<file path="config.mk">
export PLATFORM = sky130hd
export DESIGN_NAME = token_scanner_keyword_hash_top
export DESIGN_NICKNAME = d
export VERILOG_FILES = /design/src/rtl/tskh_pkg.sv /design/src/rtl/tskh_core.sv /design/src/rtl/token_scanner_keyword_hash_top.sv
export VERILOG_INCLUDE_DIRS = /design/src /design/src/rtl
export SDC_FILE = /design/constraint.sdc
export NUM_CORES = 1
export LEC_CHECK = 0
export BUFFER_PORTS_ARGS = -buffer_cell sky130_fd_sc_hd__buf_4
export CAP_MARGIN = 5
export CORE_UTILIZATION = 30
export DETAILED_ROUTE_END_ITERATION = 12
export MAX_ROUTING_LAYER = met4
export SYNTH_ARGS = -nofsm -noshare
export SYNTH_HDL_FRONTEND = slang
export SYNTH_HIERARCHICAL = 1
export SYNTH_SLANG_ARGS = --single-unit
</file>
<file path="constraint.sdc">
create_clock -name clk -period 8.6 [get_ports clk]
set_input_delay 0.86 -clock clk [delete_from_list [all_inputs] [get_ports clk]]
set_output_delay 0.86 -clock clk [all_outputs]
set_load 0.02 [all_outputs]
</file>
<file path="src/rtl/token_scanner_keyword_hash_top_assert.svh">
// Assertion macros used by the top level of the token scanner RTL.
`ifndef TOKEN_SCANNER_KEYWORD_HASH_TOP_ASSERT_SVH
`define TOKEN_SCANNER_KEYWORD_HASH_TOP_ASSERT_SVH

`ifndef NO_ASSERTIONS

// Same-cycle implication, checked on every rising edge outside reset.
`define TSKH_ASSERT_SAME(label, ante, cons) \
    label: assert property (@(posedge clk) disable iff (!rst_n) (ante) |-> (cons)) \
        else $error("token scanner check failed (same cycle)");

// Next-cycle implication, checked on every rising edge outside reset.
`define TSKH_ASSERT_NEXT(label, ante, cons) \
    label: assert property (@(posedge clk) disable iff (!rst_n) (ante) |=> (cons)) \
        else $error("token scanner check failed (next cycle)");

`else

`define TSKH_ASSERT_SAME(label, ante, cons)
`define TSKH_ASSERT_NEXT(label, ante, cons)

`endif

`endif

</file>
<file path="src/rtl/tskh_pkg.sv">
// Shared types, constants and functions of the token scanner.
package tskh_pkg;

    localparam int CHAR_W    = 8;
    localparam int HASH_W    = 8;
    localparam int LEN_W     = 16;
    localparam int SUM_W     = 32;
    localparam int HASH_SIZE = 256;

    localparam logic [HASH_W-1:0] HASH_MASK   = HASH_W'(HASH_SIZE - 1);
    localparam logic [SUM_W-1:0]  WEIGHT_BASE = SUM_W'(119);

    // Byte codes with a special meaning.
    localparam logic [CHAR_W-1:0] CH_END   = 8'h00;
    localparam logic [CHAR_W-1:0] CH_QUOTE = 8'h22;
    localparam logic [CHAR_W-1:0] CH_SPACE = 8'h20;
    localparam logic [CHAR_W-1:0] CH_COMMA = 8'h2C;
    localparam logic [CHAR_W-1:0] CH_SEMI  = 8'h3B;
    localparam logic [CHAR_W-1:0] CH_LF    = 8'h0A;
    localparam logic [CHAR_W-1:0] CH_CR    = 8'h0D;
    localparam logic [CHAR_W-1:0] CH_TAB   = 8'h09;
    localparam logic [CHAR_W-1:0] CH_UPPER_A = 8'h41;
    localparam logic [CHAR_W-1:0] CH_UPPER_Z = 8'h5A;
    localparam logic [CHAR_W-1:0] CASE_OFFSET = 8'h20;

    // One finished token.
    typedef struct packed {
        logic [LEN_W-1:0]  token_length;
        logic [HASH_W-1:0] token_hash;
        logic              was_quoted;
        logic              ended_by_end;
    } result_t;

    function automatic logic is_separator(input logic [CHAR_W-1:0] c);
        return (c == CH_SPACE) || (c == CH_COMMA) || (c == CH_SEMI) ||
               (c == CH_LF) || (c == CH_CR) || (c == CH_TAB);
    endfunction

    // Fold the sum with arithmetic shifts of 10 and 20, then mask to the table size.
    function automatic logic [HASH_W-1:0] fold_hash(input logic [SUM_W-1:0] s);
        logic [SUM_W-1:0] f;
        f = s ^ SUM_W'($signed(s) >>> 10) ^ SUM_W'($signed(s) >>> 20);
        return f[HASH_W-1:0] & HASH_MASK;
    endfunction

endpackage

</file>
<file path="src/rtl/tskh_core.sv">
// Token state and hash accumulator: one text byte per step.
module tskh_core
(
    input  logic                            clk,
    input  logic                            rst_n,
    input  logic                            step_en,
    input  logic [tskh_pkg::CHAR_W-1:0]     char_code,
    output logic                            emit,
    output tskh_pkg::result_t               result
);
    import tskh_pkg::*;

    logic             inside_token_reg, inside_token_next;
    logic             inside_quotes_reg, inside_quotes_next;
    logic [SUM_W-1:0] hash_sum_reg, hash_sum_next;
    logic [SUM_W-1:0] char_position_reg, char_position_next;

    logic [CHAR_W-1:0] lowered;
    logic [SUM_W-1:0]  char_ext;
    logic [SUM_W-1:0]  weight;
    logic [SUM_W-1:0]  take_sum;
    logic [SUM_W-1:0]  take_position;
    logic              sep;
    logic              by_end;

    // Weighted byte term. Outside a token the sum and position are zero,
    // so the same adder also starts a fresh token.
    always_comb
    begin
        lowered = char_code;
        if ((char_code >= CH_UPPER_A) && (char_code <= CH_UPPER_Z))
        begin
            lowered = char_code + CASE_OFFSET;
        end
        char_ext      = {{(SUM_W - CHAR_W){lowered[CHAR_W-1]}}, lowered};
        weight        = WEIGHT_BASE + char_position_reg;
        take_sum      = hash_sum_reg + char_ext * weight;
        take_position = char_position_reg + SUM_W'(1);
        sep           = is_separator(char_code);
    end

    // Token state transitions.
    always_comb
    begin
        inside_token_next  = inside_token_reg;
        inside_quotes_next = inside_quotes_reg;
        hash_sum_next      = hash_sum_reg;
        char_position_next = char_position_reg;
        emit               = 1'b0;
        by_end             = 1'b0;
        if (step_en)
        begin
            priority if (char_code == CH_END)
            begin
                emit               = inside_token_reg;
                by_end             = 1'b1;
                inside_token_next  = 1'b0;
                inside_quotes_next = 1'b0;
                hash_sum_next      = '0;
                char_position_next = '0;
            end
            else if (!inside_token_reg)
            begin
                if (!sep)
                begin
                    inside_token_next = 1'b1;
                    if (char_code == CH_QUOTE)
                    begin
                        inside_quotes_next = 1'b1;
                    end
                    else
                    begin
                        inside_quotes_next = 1'b0;
                        hash_sum_next      = take_sum;
                        char_position_next = take_position;
                    end
                end
            end
            else if ((inside_quotes_reg && (char_code == CH_QUOTE)) ||
                     (!inside_quotes_reg && sep))
            begin
                emit               = 1'b1;
                inside_token_next  = 1'b0;
                inside_quotes_next = 1'b0;
                hash_sum_next      = '0;
                char_position_next = '0;
            end
            else
            begin
                hash_sum_next      = take_sum;
                char_position_next = take_position;
            end
        end
    end

    // Result fields taken from the state before this byte; ended_by_end comes from this byte.
    always_comb
    begin
        result.token_hash   = fold_hash(hash_sum_reg);
        result.token_length = (|char_position_reg[SUM_W-1:LEN_W]) ? '1 :
                              char_position_reg[LEN_W-1:0];
        result.was_quoted   = inside_quotes_reg;
        result.ended_by_end = by_end;
    end

    // State registers.
    always_ff @(posedge clk or negedge rst_n)
    begin
        if (!rst_n)
        begin
            inside_token_reg  <= 1'b0;
            inside_quotes_reg <= 1'b0;
            hash_sum_reg      <= '0;
            char_position_reg <= '0;
        end
        else
        begin
            inside_token_reg  <= inside_token_next;
            inside_quotes_reg <= inside_quotes_next;
            hash_sum_reg      <= hash_sum_next;
            char_position_reg <= char_position_next;
        end
    end

endmodule

</file>
<file path="src/rtl/token_scanner_keyword_hash_top.sv">
// Top level of the case-insensitive keyword hash tokenizer.
//
//   Channel | Dir | tdata (low bit first)               | Side bands
//   s_axis  | in  | char_code[7:0]                      | none
//   m_axis  | out | token_hash[7:0], token_length[23:8] | tuser=was_quoted, tlast=ended_by_end
//
// A byte is held in the input register and is processed as it moves on;
// a token's result is then registered in the result register and shown on m_axis from there.
// One byte is taken every cycle while the output register is free or drained.
// A stalled output holds the result and the input register, and s_tready falls
// only when both are full. Reset clears all token state; no clearing pass.
module token_scanner_keyword_hash_top
(
    input  logic                            clk,
    input  logic                            rst_n,
    input  logic                            s_tvalid,
    output logic                            s_tready,
    input  logic [tskh_pkg::CHAR_W-1:0]     s_tdata,   // char_code[7:0]
    output logic                            m_tvalid,
    input  logic                            m_tready,
    output logic [tskh_pkg::HASH_W+tskh_pkg::LEN_W-1:0] m_tdata, // token_hash, token_length
    output logic                            m_tuser,   // was_quoted
    output logic                            m_tlast    // ended_by_end
);
    import tskh_pkg::*;

`include "token_scanner_keyword_hash_top_assert.svh"

    logic              in_valid_reg;
    logic [CHAR_W-1:0] in_char_reg;
    logic              out_valid_reg;
    result_t           out_data_reg;
    logic              out_free;
    logic              step_en;
    logic              core_emit;
    result_t           core_result;

    // Handshake: the input register moves on whenever the result slot can take it.
    assign out_free = !out_valid_reg || m_tready;
    assign step_en  = in_valid_reg && out_free;
    assign s_tready = !in_valid_reg || out_free;

    // Input register.
    always_ff @(posedge clk or negedge rst_n)
    begin
        if (!rst_n)
        begin
            in_valid_reg <= 1'b0;
        end
        else if (s_tready)
        begin
            in_valid_reg <= s_tvalid;
        end
    end

    always_ff @(posedge clk)
    begin
        if (s_tready && s_tvalid)
        begin
            in_char_reg <= s_tdata;
        end
    end

    tskh_core u_core
    (
        .clk       (clk),
        .rst_n     (rst_n),
        .step_en   (step_en),
        .char_code (in_char_reg),
        .emit      (core_emit),
        .result    (core_result)
    );

    // Result register.
    always_ff @(posedge clk or negedge rst_n)
    begin
        if (!rst_n)
        begin
            out_valid_reg <= 1'b0;
        end
        else if (out_free)
        begin
            out_valid_reg <= core_emit;
        end
    end

    always_ff @(posedge clk)
    begin
        if (out_free && core_emit)
        begin
            out_data_reg <= core_result;
        end
    end

    assign m_tvalid = out_valid_reg;
    assign m_tdata  = {out_data_reg.token_length, out_data_reg.token_hash};
    assign m_tuser  = out_data_reg.was_quoted;
    assign m_tlast  = out_data_reg.ended_by_end;

    // A token is only closed by a byte that actually moves into the result slot.
    `TSKH_ASSERT_SAME(a_emit_needs_step, core_emit, step_en)
    // A byte held behind a stalled result stays put for the next cycle.
    `TSKH_ASSERT_NEXT(a_input_held, in_valid_reg && !out_free, in_valid_reg && $stable(in_char_reg))
    // An empty input register never blocks the slave side.
    `TSKH_ASSERT_SAME(a_ready_when_empty, !in_valid_reg, s_tready)

endmodule
</file>
======== Yosys cells after proc, flatten, opt, wreduce, memory -nomap -nowiden ========
Index checks and enable logic that the tools add are counted.
storage, ports and cells
  register bits ........................... 102
  bits of input ports ..................... 12
  output and inout bits ................... 28
  word-level logic and storage cells ...... 76
cells by class
  add/sub/neg operators ................... 4
  $mul .................................... 1
  order comparisons ....................... 2
  eq/ne operators ......................... 10
  muxes and demuxes ....................... 25
  bitwise gates (word level) .............. 2
  reductions and logical operators ........ 21
operators with widths
  operator                                                            number
  2-to-1 mux 32 bit                                                   10
  adder 32 x 1 -> 32 bit (second input constant)                      1
  adder 32 bit                                                        1
  adder 7 x 32 -> 32 bit (first input constant)                       1
  == test 8 x 6 -> 1 bit (second input constant)                      4
  multiplier 8 x 32 -> 32 bit                                         1
  == test 8 x 4 -> 1 bit (second input constant)                      3
  OR reduction 16 bit                                                 1
  XOR 8 bit                                                           2
  2-to-1 mux 1 bit                                                    14
  adder 8 x 6 -> 8 bit (second input constant)                        1
  greater-or-equal comparator 8 x 7 -> 1 bit (second input constant)  1
  less-or-equal comparator 8 x 7 -> 1 bit (second input constant)     1
  zero test 8 bit                                                     1
  logical OR 1 bit                                                    8
  2-to-1 mux 8 bit                                                    1
  logical AND 1 bit                                                   6
  AND reduction 3 bit                                                 2
  zero test 1 bit                                                     3
  inequality test 3 x 1 -> 1 bit (second input constant)              1
  inequality test 3 x 2 -> 1 bit (second input constant)              1
  inequality test 3 bit (second input constant)                       1

======== Depth between registers and ports, before layout ========
Gate-level depths: netlist (run 1).
  word-level depth ........................ 13
  gate-level depth with buffers ........... 27
  depth with buffers taken out ............ 26

======== Modules after synthesis ========
The synthesis (run 1) kept the hierarchy.
modules (own cells, without submodules)
  module                          instances  cells an instance  area an instance (um2)  seq. area each (um2)
  tskh_core                       1          1220               10537.6                 1551.5
  token_scanner_keyword_hash_top  1          43                 1131.1                  1071.0

======== Least setup slack after synthesis (run 1) ========
OpenSTA, ideal clock, no wires.
  path kind ............................... register -> register
  start ................................... register in_char_reg[0]
  end ..................................... register u_core.hash_sum_reg[27]
  library setup time ...................... 129 ps
  arrival ................................. 6586 ps
  data required time ...................... 8471 ps
  slack ................................... 1885 ps
  cell stages (with the launch flop) ...... 25
  period minus slack after synthesis ...... 6715 ps
  cells stage by stage .................... edfxtp_1 > or3_1 > or2_2 > o21ai_0 > o41ai_1 > clkbuf_1 > or2_2 > fa_1 > fa_1 > fa_1 > inv_1 > fa_1 > inv_1 > fa_1 > inv_1 > ha_1 > o21ai_0 > o21ai_0 > a2111oi_0 > o41ai_1 > a21oi_1 > o21ai_0 > a31oi_1 > xnor2_1 > o21ai_1
between the ends
  longest elaborated chain between the ends .. 11
  elaborated cells between the ends (all ways) .. 31
  those cells by class .................... add/sub: 2; mul: 1; order compare: 2; eq/ne: 9; mux: 6; reduce/logical: 11
ends and longest elaborated chain
  item                                                                  line                                  source
  from (decl)                                                           token_scanner_keyword_hash_top.sv:30  logic [CHAR_W-1:0] in_char_reg;
  from (signal assigned)                                                token_scanner_keyword_hash_top.sv:60  in_char_reg <= s_tdata;
  branches (longest 11 deep; another with multiplier 8 x 32 -> 32 bit)  -
  to (signal assigned)                                                  tskh_core.sv:120                      hash_sum_reg <= hash_sum_next;
  to (decl)                                                             tskh_core.sv:15                       logic [SUM_W-1:0] hash_sum_reg, hash_sum_next;
Parallel ways; which one is timed is not known. The select of a mux whose other input is x is not followed.
A chain may end at the register's enable or synchronous reset.

======== Final worst setup path (run 1) ========
  start ................................... register u_core.char_position_reg[0]
  end ..................................... register u_core.hash_sum_reg[27]
between the ends
  longest elaborated chain between the ends .. 7
  elaborated cells between the ends (all ways) .. 8
  those cells by class .................... add/sub: 2; mul: 1; mux: 5
ends and longest elaborated chain
  item                             line              source
  from (decl)                      tskh_core.sv:16   logic [SUM_W-1:0] char_position_reg, char_position_next;
  from (signal assigned)           tskh_core.sv:121  char_position_reg <= char_position_next;
  adder 7 x 32 -> 32 bit (*)       tskh_core.sv:36   weight = WEIGHT_BASE + char_position_reg;
  multiplier 8 x 32 -> 32 bit (*)  tskh_core.sv:37   take_sum = hash_sum_reg + char_ext * weight;
  adder 32 bit (*)                 tskh_core.sv:37
  2-to-1 mux 32 bit                tskh_core.sv:67   if (char_code == CH_QUOTE)
  2-to-1 mux 32 bit                tskh_core.sv:64   if (!sep)
  2-to-1 mux 32 bit (*)            tskh_core.sv:62   else if (!inside_token_reg)
  2-to-1 mux 32 bit (*)            tskh_core.sv:53   priority if (char_code == CH_END)
Mark *: on every way between the ends. The rest lies on a longest branch, timed or not. The select of a mux whose other input is x is not followed.

==> results of run 1 <==
[logic make-up after synthesis]
family,Yosys count,share of synthesized area [%]
compound gates,125,6.88
fa+ha+maj,221,33.9
buf+inv,258,8.87
simple gates,458,19.8
xor+xnor,103,8.08
flops,98,22.5
[how the worst min path moves through the flow]
| stage | endpoint | slack, ns | start | cells after the start |
|---|---|---|---|---|
| floorplan | u_core/hash_sum_reg[8]$_DFFE_PN0P_ | 0.44 | u_core/hash_sum_reg[8]$_DFFE_PN0P_ | 2 |
| global placement | u_core/hash_sum_reg[9]$_DFFE_PN0P_ | 0.46 | u_core/hash_sum_reg[9]$_DFFE_PN0P_ | 2 |
| detailed placement | u_core/hash_sum_reg[18]$_DFFE_PN0P_ | 0.48 | u_core/hash_sum_reg[18]$_DFFE_PN0P_ | 2 |
| CTS | u_core/hash_sum_reg[18]$_DFFE_PN0P_ | 0.50 | u_core/hash_sum_reg[18]$_DFFE_PN0P_ | 2 |
| global route | u_core/hash_sum_reg[18]$_DFFE_PN0P_ | 0.52 | u_core/hash_sum_reg[18]$_DFFE_PN0P_ | 2 |
| finish | u_core/hash_sum_reg[18]$_DFFE_PN0P_ | 0.50 | u_core/hash_sum_reg[18]$_DFFE_PN0P_ | 2 |
[synthesized netlist by cell type (8+ instances only)]
| cell | number | area share (%) |
|---|---|---|
| nand3_1 | 11 | 0.47 |
| o21ai_0 | 43 | 1.8 |
| dfrtp_1 | 64 | 14 |
| and2_1 | 56 | 3.0 |
| buf_2 | 15 | 0.64 |
| a21o_1 | 13 | 0.84 |
| or2_2 | 25 | 1.3 |
| nand4_1 | 18 | 0.97 |
| nor3_1 | 15 | 0.64 |
| a21oi_1 | 22 | 0.94 |
| clkbuf_1 | 36 | 1.2 |
| ha_1 | 62 | 6.6 |
| nor2_1 | 116 | 3.7 |
| o31ai_1 | 11 | 0.71 |
| nor2b_1 | 19 | 1.0 |
| inv_1 | 195 | 6.3 |
| nand2_1 | 129 | 4.1 |
| nor4_1 | 9 | 0.48 |
| edfxtp_1 | 34 | 8.7 |
| nand2b_1 | 21 | 1.1 |
| xor2_1 | 40 | 3.0 |
| xnor2_1 | 60 | 4.5 |
| and3_1 | 10 | 0.54 |
| fa_1 | 159 | 27 |
| nor3b_1 | 8 | 0.51 |
[metal layers]
layer  up-vias  track usage (%)
li1       3979                -
met4         0             7.35
met3        42             1.94
met1      4273             22.0
met5         -                -
met2       195             27.4
[through the flow]
stage	cell area [um2]	utilization [%]
after global routing	12700	33.5
after CTS	12700	33.5
after floorplan	11700	-
after detailed placement	12400	32.7
final	12700	33.5
after global placement	12400	32.7
[tightest hold or removal path, cell delays in order, from the launching register on]
cell     delay (ns)
dfrtp_1        0.35
nand2_1        0.05
o21ai_0        0.06
[layout make-up]
class | count | area [um2]
well taps | 511 | 639
repair buffers | 51 | 383
fillers | 3923 | 25200
flip-flops and latches | 98 | 2620
clock inverters | 7 | 77.6
inverters | 195 | 732
clock buffers | 9 | 225
multi-input cells | 907 | 8030
==> impl_metrics.csv, run 1 <==
group,metric,value,unit
die,die-area,39700,um2
clock_tree,clk_path_buf_depth,2,
detailed_routing,drc,0,
placed_design,routabilityCongestion,0.907,
global_routing,grt_pass1_vias,9068,
finish,drive_gt1_share,8.21,%
die,rows,71,
yosys,syn_nets,1496,
global_routing,grt_start_max_net_pins,65,
worst_setup_path,rrSetupSlack,0.82,ns
clock_tree,postCtsSetupBuffers,0,
die,coreArea,37900,um2
detailed_routing,met3_length,1220,um
timing,worstMarginPinSlew,1.02,ns
placed_design,dp_hpwl,24200,um
die,die_h,199,um
worst_setup_path,r2r_start,"u_core/char_position_reg[0]$_DFFE_PN0P_",
yosys,ys_seq_area_share,22.5,%
timing,relSlewSlack,31.8,%
timing,maxSlewViolCount,0,
timing,min_period,7.78,ns
worst_setup_path,worstSetupEndpoint,"u_core/hash_sum_reg[27]$_DFFE_PN0P_",
detailed_routing,antenna_left,0,
detailed_routing,dr_wl_met2,14400,um
yosys,synth_enable_flop_cells,34,
clock_tree,htreeDepth,3,
die,initial_core_util,30.8,%
clock_tree,path_clk_slew,0.09,ns
placed_design,dp.cells,1762,
detailed_routing,dr.pass1.iters,5,
hold_path,hold_class,"reg -> reg",
timing,max_freq,128,MHz
job,maxCapViolations,0,
worst_setup_path,critPathMaxStageDelay,0.84,ns
detailed_routing,drt-met1-wl,13700,um
worst_setup_path,path_class,"reg -> reg",
finish,mostFrequentLayoutCells,"inv_1 (195), fa_1 (159), nand2_1 (129)",
finish,largest_register_ffs,32,
placed_design,numPortBuffers,39,
finish,area_growth,8.94,%
worst_setup_path,worst_setup_path_start_kind,"register",
worst_setup_path,crit_path_end_kind,"register",
worst_setup_path,reg2regPathDepth,24,
status,status,"finished clean",
yosys,ys_seq_elements,98,
placed_design,pre_cts_ws,0.858,ns
clock_tree,cts_tree,"built",
detailed_routing,first_iter_violations,484,
timing,finClkSkew,0.0204,ns
timing,hold_violations,0,
clock_tree,root_buffer,"clkbuf_16",
timing,setup_violations,0,
worst_setup_path,crit_required,8.86,ns
clock_tree,numCtsBuffers,9,
yosys,async_flop_share,65.3,%
timing,whs,0.498,ns
detailed_routing,routed_wl,30300,um
timing,rsz0062_at_grt,"false",
timing,min_period_over_period,90.5,%
timing,setup-tns-final,0,ns
clock_tree,post_cts_resized,0,
die,io_pins,40,
yosys,synthFlopType,"dfrtp_1",
finish,diodes,0,
worst_setup_path,critPathBufInv,5,
yosys,syn_area,11700,um2
global_routing,grt.total_usage,17.2,%
detailed_routing,via_per_inst,4.77,
finish,final_cells,1778,
worst_setup_path,crit_family,"compound AO/OA/AOI/OAI gates",
worst_setup_path,cpMaxStageDelayCell,"a2111oi_0",
global_routing,grt.overflow.total,0,
yosys,yosysWarnings,6,
yosys,ys_types,60,
worst_setup_path,path_cells,"o31a_1, nor4_2, xnor2_1, nand2_1, fa_1, inv_1, fa_1, inv_1, fa_1, inv_1, fa_1, inv_1, fa_1, inv_1, ha_1, o21ai_0, o21ai_0, a2111oi_0, o41ai_1, a21oi_1, o21ai_0, a31oi_1, xnor2_1, o21ai_1",
yosys,syn_area_per_cell,9.24,um2
timing,worst_slack,0.817,ns
finish,fin_nets,1495,
worst_setup_path,crit_start,"u_core/char_position_reg[0]$_DFFE_PN0P_",
worst_setup_path,critPathArrivalTime,8.04,ns
global_routing,antenna_found_initial,0,
clock_tree,clock-sinks,98,
die,die_w,199,um
global_routing,grt_pass1_wl,50100,um
detailed_routing,vias,8489,
worst_setup_path,cp_max_fo,14,
clock_tree,cts_hold_buf,0,
worst_setup_path,crit_cells,24,
yosys,netlist_instances,1263,
worst_setup_path,worst_r2r_endpoint,"u_core/hash_sum_reg[27]$_DFFE_PN0P_",
detailed_routing,wire_per_inst,17.0,um
finish,final_common_cell,"inv_1",
detailed_routing,top_layer_used,"met4",
clock_tree,clk_latency,0.39,ns
Power of run 1 is not shown: default switching activity piles up to over one toggle a cycle in this logic, so the estimate is an artifact.
==> run 2: changes to the inputs <==
--- a/config.mk
+++ b/config.mk
@@ -6,6 +6,7 @@
 export SDC_FILE = /design/constraint.sdc
 export NUM_CORES = 1
 export LEC_CHECK = 0
+export ABC_AREA = 1
 export BUFFER_PORTS_ARGS = -buffer_cell sky130_fd_sc_hd__buf_4
 export CAP_MARGIN = 5
 export CORE_UTILIZATION = 30
==> impl_metrics.csv, run 2 <==
group,metric,value,unit
status,status,"finished clean",
clock_tree,cts_hold_buf,0,
hold_path,hold_class,"reg -> reg",
yosys,syn_area,11700,um2
finish,drive_gt1_share,8.02,%
timing,setup-tns-final,0,ns
global_routing,grt.overflow.total,0,
die,initial_core_util,30.8,%
worst_setup_path,reg2regPathDepth,32,
yosys,async_flop_share,65.3,%
detailed_routing,routed_wl,33200,um
yosys,synthTopCellsByArea,"fa_1 (27%), dfrtp_1 (14%), inv_1 (9.7%), nand2_1 (9.1%), edfxtp_1 (8.7%)",
yosys,netlist_instances,1452,
timing,finClkSkew,0.0130,ns
timing,max_freq,137,MHz
timing,maxSlewViolCount,0,
detailed_routing,drc,0,
timing,hold_violations,0,
die,die_h,199,um
detailed_routing,via_per_inst,4.78,
worst_setup_path,path_class,"reg -> reg",
yosys,ys_types,49,
worst_setup_path,crit_required,8.84,ns
yosys,syn_nets,1685,
worst_setup_path,worst_setup_path_start_kind,"register",
die,io_pins,40,
placed_design,numPortBuffers,39,
hold_path,hold_depth,2,
worst_setup_path,crit_cells,32,
detailed_routing,wire_per_inst,16.6,um
die,coreArea,37900,um2
job,maxCapViolations,0,
yosys,synthFlopType,"dfrtp_1",
yosys,synth_most_common_cell,"inv_1",
worst_setup_path,cp_max_fo,9,
finish,final_common_cell,"inv_1",
finish,largest_register_ffs,32,
clock_tree,clk_path_buf_depth,2,
clock_tree,cts_tree,"built",
die,die-area,39700,um2
detailed_routing,antenna_left,0,
yosys,syn_area_per_cell,8.04,um2
die,die_w,199,um
clock_tree,numCtsBuffers,9,
worst_setup_path,cpMaxStageDelayCell,"dfrtp_1",
clock_tree,htreeDepth,3,
detailed_routing,dr.pass1.iters,7,
clock_tree,clk_latency,0.38,ns
finish,diodes,0,
finish,area_growth,9.75,%
yosys,synth_top_cell_area_share,27.3,%
yosys,ys_seq_area_share,22.5,%
worst_setup_path,rrSetupSlack,1.33,ns
timing,min_period,7.27,ns
placed_design,routabilityCongestion,0.958,
clock_tree,path_clk_slew,0.08,ns
timing,relSlewSlack,34.8,%
global_routing,antenna_found_initial,0,
timing,rsz0062_at_grt,"false",
timing,min_period_over_period,84.6,%
clock_tree,root_buffer,"clkbuf_16",
worst_setup_path,critPathMaxStageDelay,0.58,ns
worst_setup_path,crit_family,"adder cells",
clock_tree,post_cts_resized,0,
yosys,synth_commonest_cells,"inv_1 (300), nand2_1 (284), nor2_1 (197), fa_1 (159), dfrtp_1 (64)",
global_routing,grt_start_max_net_pins,65,
placed_design,dp_hpwl,26700,um
timing,worstMarginPinSlew,0.978,ns
yosys,yosysWarnings,6,
worst_setup_path,critPathArrivalTime,7.52,ns
yosys,ys_seq_elements,98,
worst_setup_path,crit_path_end_kind,"register",
detailed_routing,vias,9535,
yosys,synth_enable_flop_cells,34,
clock_tree,clock-sinks,98,
die,rows,71,
global_routing,grt_pass1_wl,53000,um
clock_tree,postCtsSetupBuffers,0,
detailed_routing,first_iter_violations,949,
timing,setup_violations,0,
worst_setup_path,cp_common_cell,"nand2_1",
worst_setup_path,critPathBufInv,4,
global_routing,grt.total_usage,18.3,%
global_routing,grt_pass1_vias,9648,
yosys,yosys.area.top_type,"fa_1",
finish,mostFrequentLayoutCells,"inv_1 (300), nand2_1 (284), nor2_1 (196)",
finish,fin_nets,1712,
-- run 2: stage by stage --
| stage | setup WS, ns | cells | util, % | hold slack (ns) | cell area [um2] |
|---|---|---|---|---|---|
| floorplan | 2.72 | 1452 | - | 0.453 | 11700 |
| global placement | 1.49 | 1979 | 33.0 | 0.482 | 12500 |
| detailed placement | 1.43 | 1979 | 33.0 | 0.491 | 12500 |
| CTS | 1.39 | 1995 | 33.8 | 0.511 | 12800 |
| global route | 0.808 | 1995 | 33.8 | 0.558 | 12800 |
| finish | 1.33 | 1995 | 33.8 | 0.515 | 12800 |
-- run 2: cell families after synthesis --
kind of cell | Yosys count | synth area share, %
adder cells (fa/ha/maj) | 221 | 33.9
XOR/XNOR | 47 | 3.53
AO/OA/AOI/OAI | 130 | 6.42
flip-flops | 98 | 22.5
AND/OR/NAND/NOR | 611 | 22.3
buffers and inverters | 345 | 11.3
-- run 2: path summary, 6_finish.rpt --
path                                                                  to                                    start
worst max-delay path                 u_core/hash_sum_reg[26]$_DFFE_PN0P_  u_core/char_position_reg[0]$_DFFE_PN0P_
worst min-delay path                 u_core/hash_sum_reg[20]$_DFFE_PN0P_      u_core/hash_sum_reg[20]$_DFFE_PN0P_
worst max register to register       u_core/hash_sum_reg[26]$_DFFE_PN0P_  u_core/char_position_reg[0]$_DFFE_PN0P_
worst min register to register       u_core/hash_sum_reg[20]$_DFFE_PN0P_      u_core/hash_sum_reg[20]$_DFFE_PN0P_
max in group asynchronous        u_core/char_position_reg[2]$_DFFE_PN0P_                                    rst_n
min in group asynchronous       u_core/char_position_reg[30]$_DFFE_PN0P_                                    rst_n
-- run 2: worst reg2reg max path: cells and delay by family (launching register included) --
kind            cells  cell delay, ns
flops               1            0.58
fa+ha+maj           7            2.98
simple gates       17            2.40
buf+inv             4            0.37
compound gates      3            0.24
xor+xnor            1            0.55
-- run 2: layout make-up --
cell class / count / area, um2
Timing Repair Buffer: 46 / 345
Fill cell: 4059 / 25100
Tap cell: 511 / 639
Sequential cell: 98 / 2620
Clock buffer: 9 / 225
Clock inverter: 7 / 60.1
Multi-Input combinational cell: 1009 / 7730
Inverter: 315 / 1180
-- run 2: routing by layer --
metal  up-vias  track usage, %  share of wire (%)  routed length [um]
met5         -               -                  0                   0
li1       4475               -                  -                   -
met1      4729            24.2                 45               15000
met2       283            28.9                 47               15500
met4         0            5.44                2.5                 843
met3        48            2.80                5.6                1860
Power of run 2 is left out for the same reason.
==> run 3: changes to the inputs <==
==> constraint.sdc (replaced) <==
create_clock -name clk -period 6.95 [get_ports clk]
set_input_delay 0.695 -clock clk [delete_from_list [all_inputs] [get_ports clk]]
set_output_delay 0.695 -clock clk [all_outputs]
set_load 0.02 [all_outputs]
==> impl_metrics.csv, run 3 (synthesized netlist as in run 2, its figures left out) <==
group,metric,value,unit
timing,max_freq,156,MHz
finish,final_common_cell,"inv_1",
clock_tree,cts_tree,"built",
finish,mostFrequentLayoutCells,"inv_1 (300), nand2_1 (283), nor2_1 (195)",
global_routing,antenna_found_initial,0,
timing,relSlewSlack,34.3,%
finish,area_growth,11.5,%
global_routing,grt.total_usage,18.6,%
placed_design,dp.cells,1993,
worst_setup_path,crit_path_end_kind,"register",
finish,largest_register_ffs,32,
finish,final_cells,2011,
worst_setup_path,crit_required,7.18,ns
detailed_routing,first_iter_violations,711,
timing,hold_violations,0,
die,die_w,199,um
global_routing,grt_pass1_vias,9943,
worst_setup_path,cp_max_fo,6,
timing,worstMarginPinSlew,0.983,ns
clock_tree,path_clk_slew,0.07,ns
worst_setup_path,crit_family,"adder cells",
timing,rsz0062_at_grt,"false",
placed_design,routabilityCongestion,0.914,
placed_design,dp_hpwl,26500,um
placed_design,numPortBuffers,39,
detailed_routing,dr.pass1.iters,6,
worst_setup_path,critPathBufInv,5,
clock_tree,clock-sinks,98,
worst_setup_path,cpMaxStageDelayCell,"fa_1",
finish,fin_nets,1728,
placed_design,pre_cts_ws,0.125,ns
worst_setup_path,path_class,"reg -> reg",
clock_tree,htreeDepth,3,
detailed_routing,wire_per_inst,16.4,um
worst_setup_path,cp_common_cell,"nand2_1",
finish,drive_gt1_share,9.47,%
timing,setup-tns-final,0,ns
timing,min_period,6.40,ns
clock_tree,root_buffer,"clkbuf_16",
detailed_routing,vias,9458,
die,io_pins,40,
detailed_routing,antenna_left,0,
worst_setup_path,critPathMaxStageDelay,0.54,ns
worst_setup_path,worst_setup_path_start_kind,"register",
timing,maxSlewViolCount,0,
detailed_routing,via_per_inst,4.70,
finish,diodes,0,
timing,worst_slack,0.550,ns
timing,whs,0.472,ns
timing,setup_violations,0,
die,initial_core_util,30.8,%
detailed_routing,routed_wl,33000,um
die,rows,71,
global_routing,grt.overflow.total,0,
detailed_routing,drc,0,
timing,finClkSkew,0.0147,ns
worst_setup_path,crit_start,"u_core/char_position_reg[1]$_DFFE_PN0P_",
global_routing,grt_start_max_net_pins,65,
die,die_h,199,um
worst_setup_path,r2r_start,"u_core/char_position_reg[1]$_DFFE_PN0P_",
clock_tree,numCtsBuffers,9,
hold_path,hold_class,"in -> async",
clock_tree,clk_latency,0.38,ns
clock_tree,clk_path_buf_depth,2,
status,status,"finished clean",
worst_setup_path,critPathArrivalTime,6.63,ns
die,die-area,39700,um2
global_routing,grt_pass1_wl,54200,um
timing,min_period_over_period,92.1,%
die,coreArea,37900,um2
job,maxCapViolations,0,
clock_tree,cts_hold_buf,0,
[run 3: metal layers]
metal / part of all wire, % / GRT usage [%]
met5: 0 / -
met4: 2.4 / 5.61
met3: 5.1 / 3.09
met2: 47 / 29.3
met1: 46 / 24.4
[run 3: area by class of cell]
cell class              instances  area (um2)
clock buffers                   9         225
flip-flops and latches         98        2620
inverters                     315        1180
multi-input cells            1009        7790
clock inverters                 7        92.6
repair buffers                 62         465
fillers                      3972       24900
well taps                     511         639
[run 3: what timing repair did]
action	CTS	global route
endpoints found under the setup margin	0	7
buffers inserted	0	2
gates resized for setup	0	10
[run 3: metrics by stage]
step	util (%)	instance area (um2)
2_1_floorplan	-	11700
3_3_place_gp	33.3	12600
3_5_place_dp	33.3	12600
4_1_cts	34.1	12900
5_1_grt	34.3	13000
6_report	34.3	13000
[run 3: worst register-to-register path, delay by kind of cell, from the launching register on]
family | cells | cell delay [ns]
AOI/OAI and AO/OA | 3 | 0.25
adders and majority gates | 7 | 2.86
buffers and inverters | 5 | 0.46
DFF | 1 | 0.37
and+or+nand+nor | 17 | 2.33
[run 3: final timing paths]
kind / end / slack, ns / cells after the start
max reg2reg: u_core/hash_sum_reg[26]$_DFFE_PN0P_ / 0.55 / 32
min: u_core/char_position_reg[31]$_DFFE_PN0P_ / 0.47 / 1
min in group clk: in_char_reg[4]$_DFFE_PP_ / 0.50 / 1
max in group asynchronous: u_core/char_position_reg[1]$_DFFE_PN0P_ / 5.86 / 1
min reg2reg: u_core/hash_sum_reg[20]$_DFFE_PN0P_ / 0.50 / 2
max: u_core/hash_sum_reg[26]$_DFFE_PN0P_ / 0.55 / 32
Power of run 3 is left out for the same reason.
